==> src/hdl/utf8tlc_pkg.sv <==
// Package with the shared types and constants of the UTF-8 text length checker.
`timescale 1ns / 1ps

package utf8tlc_pkg;

  // Verdict codes carried in the result word.
  typedef enum logic [1:0] {
    STATUS_OK       = 2'd0,
    STATUS_EMPTY    = 2'd1,
    STATUS_ILLEGAL  = 2'd2,
    STATUS_TOO_LONG = 2'd3
  } status_t;

  localparam int unsigned TEXT_W  = 8;
  localparam int unsigned LIMIT_W = 16;
  localparam int unsigned COUNT_W = 17;
  localparam int unsigned PEND_W  = 2;
  localparam int unsigned TDATA_W = 8;

  localparam logic [LIMIT_W-1:0] MAX_BYTES_RESET = 16'd255;
  localparam logic [COUNT_W-1:0] COUNT_MAX       = 17'h1FFFF;

  // Byte class boundaries.
  localparam logic [TEXT_W-1:0] CONT_LO  = 8'h80;
  localparam logic [TEXT_W-1:0] LEAD2_LO = 8'hC0;
  localparam logic [TEXT_W-1:0] LEAD3_LO = 8'hE0;
  localparam logic [TEXT_W-1:0] LEAD4_LO = 8'hF0;
  localparam logic [TEXT_W-1:0] LEAD_END = 8'hF5;

endpackage

==> src/hdl/utf8tlc_obuf.sv <==
// Two-entry output buffer that holds verdicts while the result side stalls.
`timescale 1ns / 1ps

module utf8tlc_obuf (
  input  logic                clk,
  input  logic                rst_n,
  input  logic                push,
  input  utf8tlc_pkg::status_t push_status,
  output logic                push_ready,
  output logic                out_valid,
  output utf8tlc_pkg::status_t out_status,
  input  logic                out_ready
);
  import utf8tlc_pkg::*;

  logic    head_valid_r, head_valid_nxt;
  logic    skid_valid_r, skid_valid_nxt;
  status_t head_r, head_nxt;
  status_t skid_r, skid_nxt;
  logic    pop;

  assign pop        = head_valid_r && out_ready;
  assign push_ready = !skid_valid_r;
  assign out_valid  = head_valid_r;
  assign out_status = head_r;

  // Next state of the head and skid entries.
  always_comb begin
    head_valid_nxt = head_valid_r;
    skid_valid_nxt = skid_valid_r;
    head_nxt       = head_r;
    skid_nxt       = skid_r;
    if (skid_valid_r) begin
      // No push can arrive while the skid entry is full.
      if (pop) begin
        head_nxt       = skid_r;
        skid_valid_nxt = 1'b0;
      end
    end else if (!head_valid_r || pop) begin
      head_valid_nxt = push;
      head_nxt       = push_status;
    end else if (push) begin
      skid_valid_nxt = 1'b1;
      skid_nxt       = push_status;
    end
  end

  always_ff @(posedge clk) begin
    if (!rst_n) begin
      head_valid_r <= 1'b0;
      skid_valid_r <= 1'b0;
    end else begin
      head_valid_r <= head_valid_nxt;
      skid_valid_r <= skid_valid_nxt;
    end
    head_r <= head_nxt;
    skid_r <= skid_nxt;
  end

endmodule

==> config.mk <==
export PLATFORM = sky130hd
export DESIGN_NAME = utf8tlc_obuf
export DESIGN_NICKNAME = d
export VERILOG_FILES = /design/src/hdl/utf8tlc_pkg.sv /design/src/hdl/utf8tlc_obuf.sv
export SDC_FILE = /design/constraint.sdc
export NUM_CORES = 1
export LEC_CHECK = 0
export BUFFER_PORTS_ARGS = -buffer_cell sky130_fd_sc_hd__buf_4
export CELL_PAD_IN_SITES_DETAIL_PLACEMENT = 1
export CELL_PAD_IN_SITES_GLOBAL_PLACEMENT = 1
export CORE_AREA = 4 4 41 43
export DETAILED_ROUTE_END_ITERATION = 8
export DIE_AREA = 0 0 45 47
export GPL_TIMING_DRIVEN = 1
export PLACE_DENSITY_LB_ADDON = 0.1
export SLEW_MARGIN = 20
export SYNTH_ARGS = -nofsm -noshare
export SYNTH_HDL_FRONTEND = slang
export SYNTH_SLANG_ARGS = --single-unit
==> constraint.sdc <==
create_clock -name clk -period 1.3 [get_ports clk]
set_clock_uncertainty 0.05 [all_clocks]
set_input_delay 0.325 -clock clk [delete_from_list [all_inputs] [get_ports clk]]
set_output_delay 0.325 -clock clk [all_outputs]
set_load 0.05 [all_outputs]
==> run metrics, run 1 <==
outcome completed; gp weighted congestion 0.605; crit-path max cell delay 0.38 ns; I/O Pins 10; gr usage total 0.0700; TNS Setup 0 ns; Routed WL 530 um; Rel. slew slack 0.790; clk slew on worst S/H paths 0.05 ns; Fillers 161; crit path cell chain inv_1 -> buf_4; worst setup path class flip-flop to primary output; MaxCap Viol Count 0; Final Power 0.523 mW; Netlist cell types 11; post-synthesis sequential area ratio 0.656; GRT met3 Usage 0.0383; Rows 13; share of cells above drive strength 1 0.548; Ys Warns 0; hold-fix buffers at CTS 0; Buf/Inv on CP 2; Starting Density 0.188; CTS sink count 6; die height 47 um; Layout Cells excl Fill 46; Fin. Hold Viols 0; Core ar. 0.00130 mm2; met1 Usage GRT 0.0602; Post-Place Cells 42; aggregate global routing overflow 0; Final WS setup 0.0799 ns; Die X 45 um; register area 165 um2; cell area after synthesis 244 um2; largest net degree at the start of global routing 9; clk buf depth 2; CP Data Arrival Time 0.85 ns; crit-path max FO 8; RSZ-0062 raised after global routing no; final setup vio count 0; TritonCTS Buffers 3; Hold Crit Class primary input to flip-flop; gate count of the mapped netlist 18; wire length per cell 11.5 um; routed vias/inst 4.24; # diodes 0; WP data required 0.93 ns; Final ANT Viol Nets 0; Peak VDD IR 0.000430 V; Multi-input gate area 80.1 um2; fin. max-slew vios 0; max frequency 0.820 GHz; 1st-iter DRT viols 0; CTS tree done; Syn Nets 24; drc violations 0; global-route wire length before repair 890 um; Critical-path top delay cell dfxtp_4; first-pass iteration count of the detailed router 1; Post-Place Setup Slack 0.168 ns; number of synthesized register bits 6; area grow syn2layout 48.2%; clk_lat worst skew 0.25 ns; NumNets Final 38; post-layout minimum cycle time 1.22 ns; Slew @ Worst Pin 0.312 ns; Die ar. 0.00212 mm2; vias in the first global route 217; Mean Syn Cell Area 13.6 um2; clk root buf clkbuf_4; crit path capture type primary output; met2 Use GR 0.0960; LEAKAGE 0.145 nW; Final period util 0.939; PwrDens 1450 mW/mm2; Clock H-tree levels 1; input/output buffers 9; antenna violations before repair 0; family with the most delay on the worst path flip-flops; CP startpoint kind flip-flop; DR vias 195; global route hottest layer met4; setup repair bufs after CTS 0
==> placed cells by master, fill, tap and decap left out <==
cell type and count:
a21oi_1 1, and3b_1 1, and4bb_2 1, buf_4 9, clkbuf_1 1, clkbuf_4 3, dfxtp_2 1, dfxtp_4 1
edfxtp_1 4, inv_1 1, mux2_2 2, nand2_1 2, nand3b_1 1, nor2b_1 1, o21ai_0 2
==> where the power goes <==
part           switching [mW]  leakage [nW]  internal, mW
Clock                  0.0738        0.0150         0.117
Sequential             0.0102        0.0559         0.221
Combinational          0.0626        0.0737        0.0383
Total                   0.147         0.145         0.376
==> registers in the layout, summed over array words and instances (netlist names) <==
signal,count
skid_r,2
out_status,2
skid_valid_r,1
out_valid,1
==> metal layers <==
metal | vias up | wire length, um | part of all wire
met2 | 10 | 230 | 0.43
met3 | 5 | 53 | 0.10
met1 | 89 | 211 | 0.40
met5 | - | 0 | 0
met4 | 0 | 34 | 0.064
li1 | 91 | - | -
==> area by class of cell <==
type	count	area share
Timing Repair Buffer	9	0.187
Multi-Input combinational cell	11	0.221
Tap cell	15	0.0519
Sequential cell	6	0.457
Inverter	1	0.0104
Clock buffer	4	0.0727
==> logic make-up (layout without fill, tap and decap cells) <==
logic type / Yosys count / after routing / synth area share
AO/OA/AOI/OAI: 3 / 3 / 0.0615
buffers and inverters: 1 / 14 / 0.0154
flip-flops: 6 / 6 / 0.656
multiplexers: 2 / 2 / 0.0923
AND/OR/NAND/NOR: 6 / 6 / 0.174
==> repair_timing <==
action                     4_1_cts  5_1_grt
cloned                           0        0
pin swaps                        0        0
setup endpoints to repair        1        1
resized for setup                1        1
==> cells in the mapped netlist (all sizes together) <==
master / instances / area (um2)
a21oi: 1 / 5.00
and4bb: 1 / 12.5
nand3b: 1 / 7.51
inv: 1 / 3.75
nor2b: 1 / 6.26
o21ai: 2 / 10.0
dfxtp: 2 / 40.0
mux2: 2 / 22.5
and3b: 1 / 8.76
nand2: 2 / 7.51
edfxtp: 4 / 120
==> path summary, 6_finish.rpt <==
path / startpoint / endpoint / slack [ns] / cells after the start
setup / recovery: skid_valid_r / push_ready / 0.08 / 2
hold / removal: push_status[1] / skid_r[1] / 0.21 / 1
setup reg to reg: skid_valid_r / out_status[0] / 0.28 / 1
hold reg to reg: out_valid / out_valid / 0.45 / 2
==> metrics by stage <==
step                 util  instance area (um2)  hold slack (ns)
global route        0.278                  362            0.197
floorplan               -                  245            0.374
detailed placement  0.255                  332            0.445
CTS                 0.276                  359            0.204
finish              0.278                  362            0.211
global placement    0.255                  332            0.439
Note: power is estimated with default switching activity, not from simulation.
==> run 2: changes to the inputs <==
==> constraint.sdc (replaced) <==
create_clock -name clk -period 1 [get_ports clk]
set_clock_uncertainty 0.05 [all_clocks]
set_input_delay 0.25 -clock clk [delete_from_list [all_inputs] [get_ports clk]]
set_output_delay 0.25 -clock clk [all_outputs]
set_load 0.05 [all_outputs]
==> run 2 against run 1 <==
The flow now finishes with violations (negative setup slack). Routed wire length grew 6.0%. Largest cell class unchanged. Sequential share of layout area shrank 8.0 points. Non-clock buffer count rose by 4. Combinational power rose by 89%. Clock power grew 26%. Worst hold slack got worse by 0.071 ns. Setup slack worse by 0.17 ns. First-iteration DRC count rose by 1.
==> run metrics, run 2 (same netlist as run 1, synthesis figures left out) <==
Peak VDD IR 0.000578 V (+35%); most frequent cells in the layout buf_4 (8), edfxtp_1 (4), clkbuf_4 (3), buf_6 (3); global-route wire length before repair 897 um (+0.79%); outcome complete, but fails checks; aggregate global routing overflow 0 (unchanged); TritonCTS Buffers 3 (unchanged); Fin. Hold Viols 0 (unchanged); Area after DPL 350 um2 (+5.7%); Multi-input gate area 100 um2 (+25%); # diodes 0 (unchanged); Rows 13 (unchanged); die height 47 um (unchanged); first-pass iteration count of the detailed router 2 (+1); Fillers 152 (-5.6%); routed vias/inst 4.10 (-3.3%); fin. max-slew vios 0 (unchanged); max frequency 0.919 GHz; Rel. slew slack 0.919 (+0.129); share of cells above drive strength 1 0.743 (+0.194); clk_lat worst skew 0.24 ns (about the same); Die X 45 um (unchanged); gr usage total 0.0644 (-0.00556); antenna violations before repair 0 (unchanged); Hold Crit Class primary input to flip-flop; register area 168 um2 (+1.5%); Final ANT Viol Nets 0 (unchanged); clk slew on worst S/H paths 0.05 ns (about the same); worst setup path class flip-flop to primary output; crit path cell chain inv_2 -> buf_6; clk root buf clkbuf_4; CP Data Arrival Time 0.79 ns (-0.06 ns); Design Area, Final 445 um2 (+23%); largest net degree at the start of global routing 6 (-3); LEAKAGE 0.181 nW (+25%); I/O Pins 10 (unchanged); crit-path max FO 5 (-3); Starting Density 0.188 (unchanged); wire length per cell 11.2 um (-2.4%); vias in the first global route 200 (-7.8%); crit path capture type primary output; input/output buffers 9 (unchanged); Routed WL 562 um (+6.0%); final core occ 0.342 (+0.0644); failing checks negative setup slack; gp weighted congestion 0.597 (-1.3%); Final period util 1.09; hold-fix buffers at CTS 0 (unchanged); final setup vio count 7 (+7); NumNets Final 42 (+11%); Core ar. 0.00130 mm2 (unchanged); WP data required 0.70 ns (-0.23 ns); most common cell after layout, fill and taps aside buf_4; MaxCap Viol Count 0 (unchanged); Die ar. 0.00212 mm2 (unchanged); crit-path max cell delay 0.36 ns (-0.02 ns); Critical-path top delay cell dfxtp_4; RSZ-0062 raised after global routing yes; area grow syn2layout 82.6%; Final Power 0.733 mW (+40%); post-layout minimum cycle time 1.09 ns; CTS tree done; CP startpoint kind flip-flop; PwrDens 1640 mW/mm2 (+14%); CTS sink count 6 (unchanged); DR vias 205 (+5.1%); clk buf depth 2 (unchanged); drc violations 0 (unchanged); Hold Slack 0.141 ns (-0.0707 ns); 1st-iter DRT viols 1 (+1); Clock H-tree levels 1 (unchanged); Final WS setup -0.0885 ns (-0.168 ns); Slew @ Worst Pin 0.121 ns (-0.191 ns)
## run 2: changes by cell type in the layout (fill, tap and decap cells not counted), sizes merged
cell / previous run / this run
buf: 9 / 13
## run 2: path summary, 6_finish.rpt
| check | slack, ns | end | from | depth (start not counted) |
|---|---|---|---|---|
| max | -0.09 | push_ready | skid_valid_r | 2 |
| min | 0.14 | skid_r[0] | push_status[0] | 1 |
| max reg2reg | -0.05 | skid_valid_r | skid_valid_r | 4 |
| min reg2reg | 0.51 | out_status[0] | skid_r[0] | 1 |
## run 2: critical path: cells and delay by family, from the launching register on
family	cells	cell delay [ns]
DFF	1	0.36
buffers and inverters	2	0.19
## run 2: final cells by class
| class | instances | share of cell area |
|---|---|---|
| flip-flops and latches | 6 | 0.376 |
| repair buffers | 13 | 0.289 |
| multi-input cells | 11 | 0.225 |
| clock buffers | 4 | 0.0590 |
| well taps | 15 | 0.0421 |
| inverters | 1 | 0.00843 |
## run 2: power breakdown
group	switching, mW	total (mW)	leakage, nW	internal, mW
sequential	0.0158	0.303	0.0562	0.287
combinational	0.0966	0.191	0.110	0.0941
clock	0.0878	0.239	0.0150	0.151
## run 2: metrics by stage
stage	setup WS [ns]	setup TNS [ns]	cells
floorplan	-0.0380	-0.110	18
global placement	-0.0194	-0.0639	44
detailed placement	-0.0257	-0.0942	44
CTS	-0.103	-0.556	50
global route	-0.118	-0.616	50
finish	-0.0885	-0.380	50
## run 2: per-layer routing
metal,global-route usage,part of all wire
met1,0.0625,0.34
met2,0.102,0.58
met3,0.0115,0.055
met4,0.0877,0.025
met5,0,0
## run 2: repair_timing
action	4_1_cts	5_1_grt
gates resized for setup	9	5
endpoints found under the hold margin	0	0
pin swaps	1	0
cloned	0	0
setup endpoints to repair	8	12
setup buffers	2	1
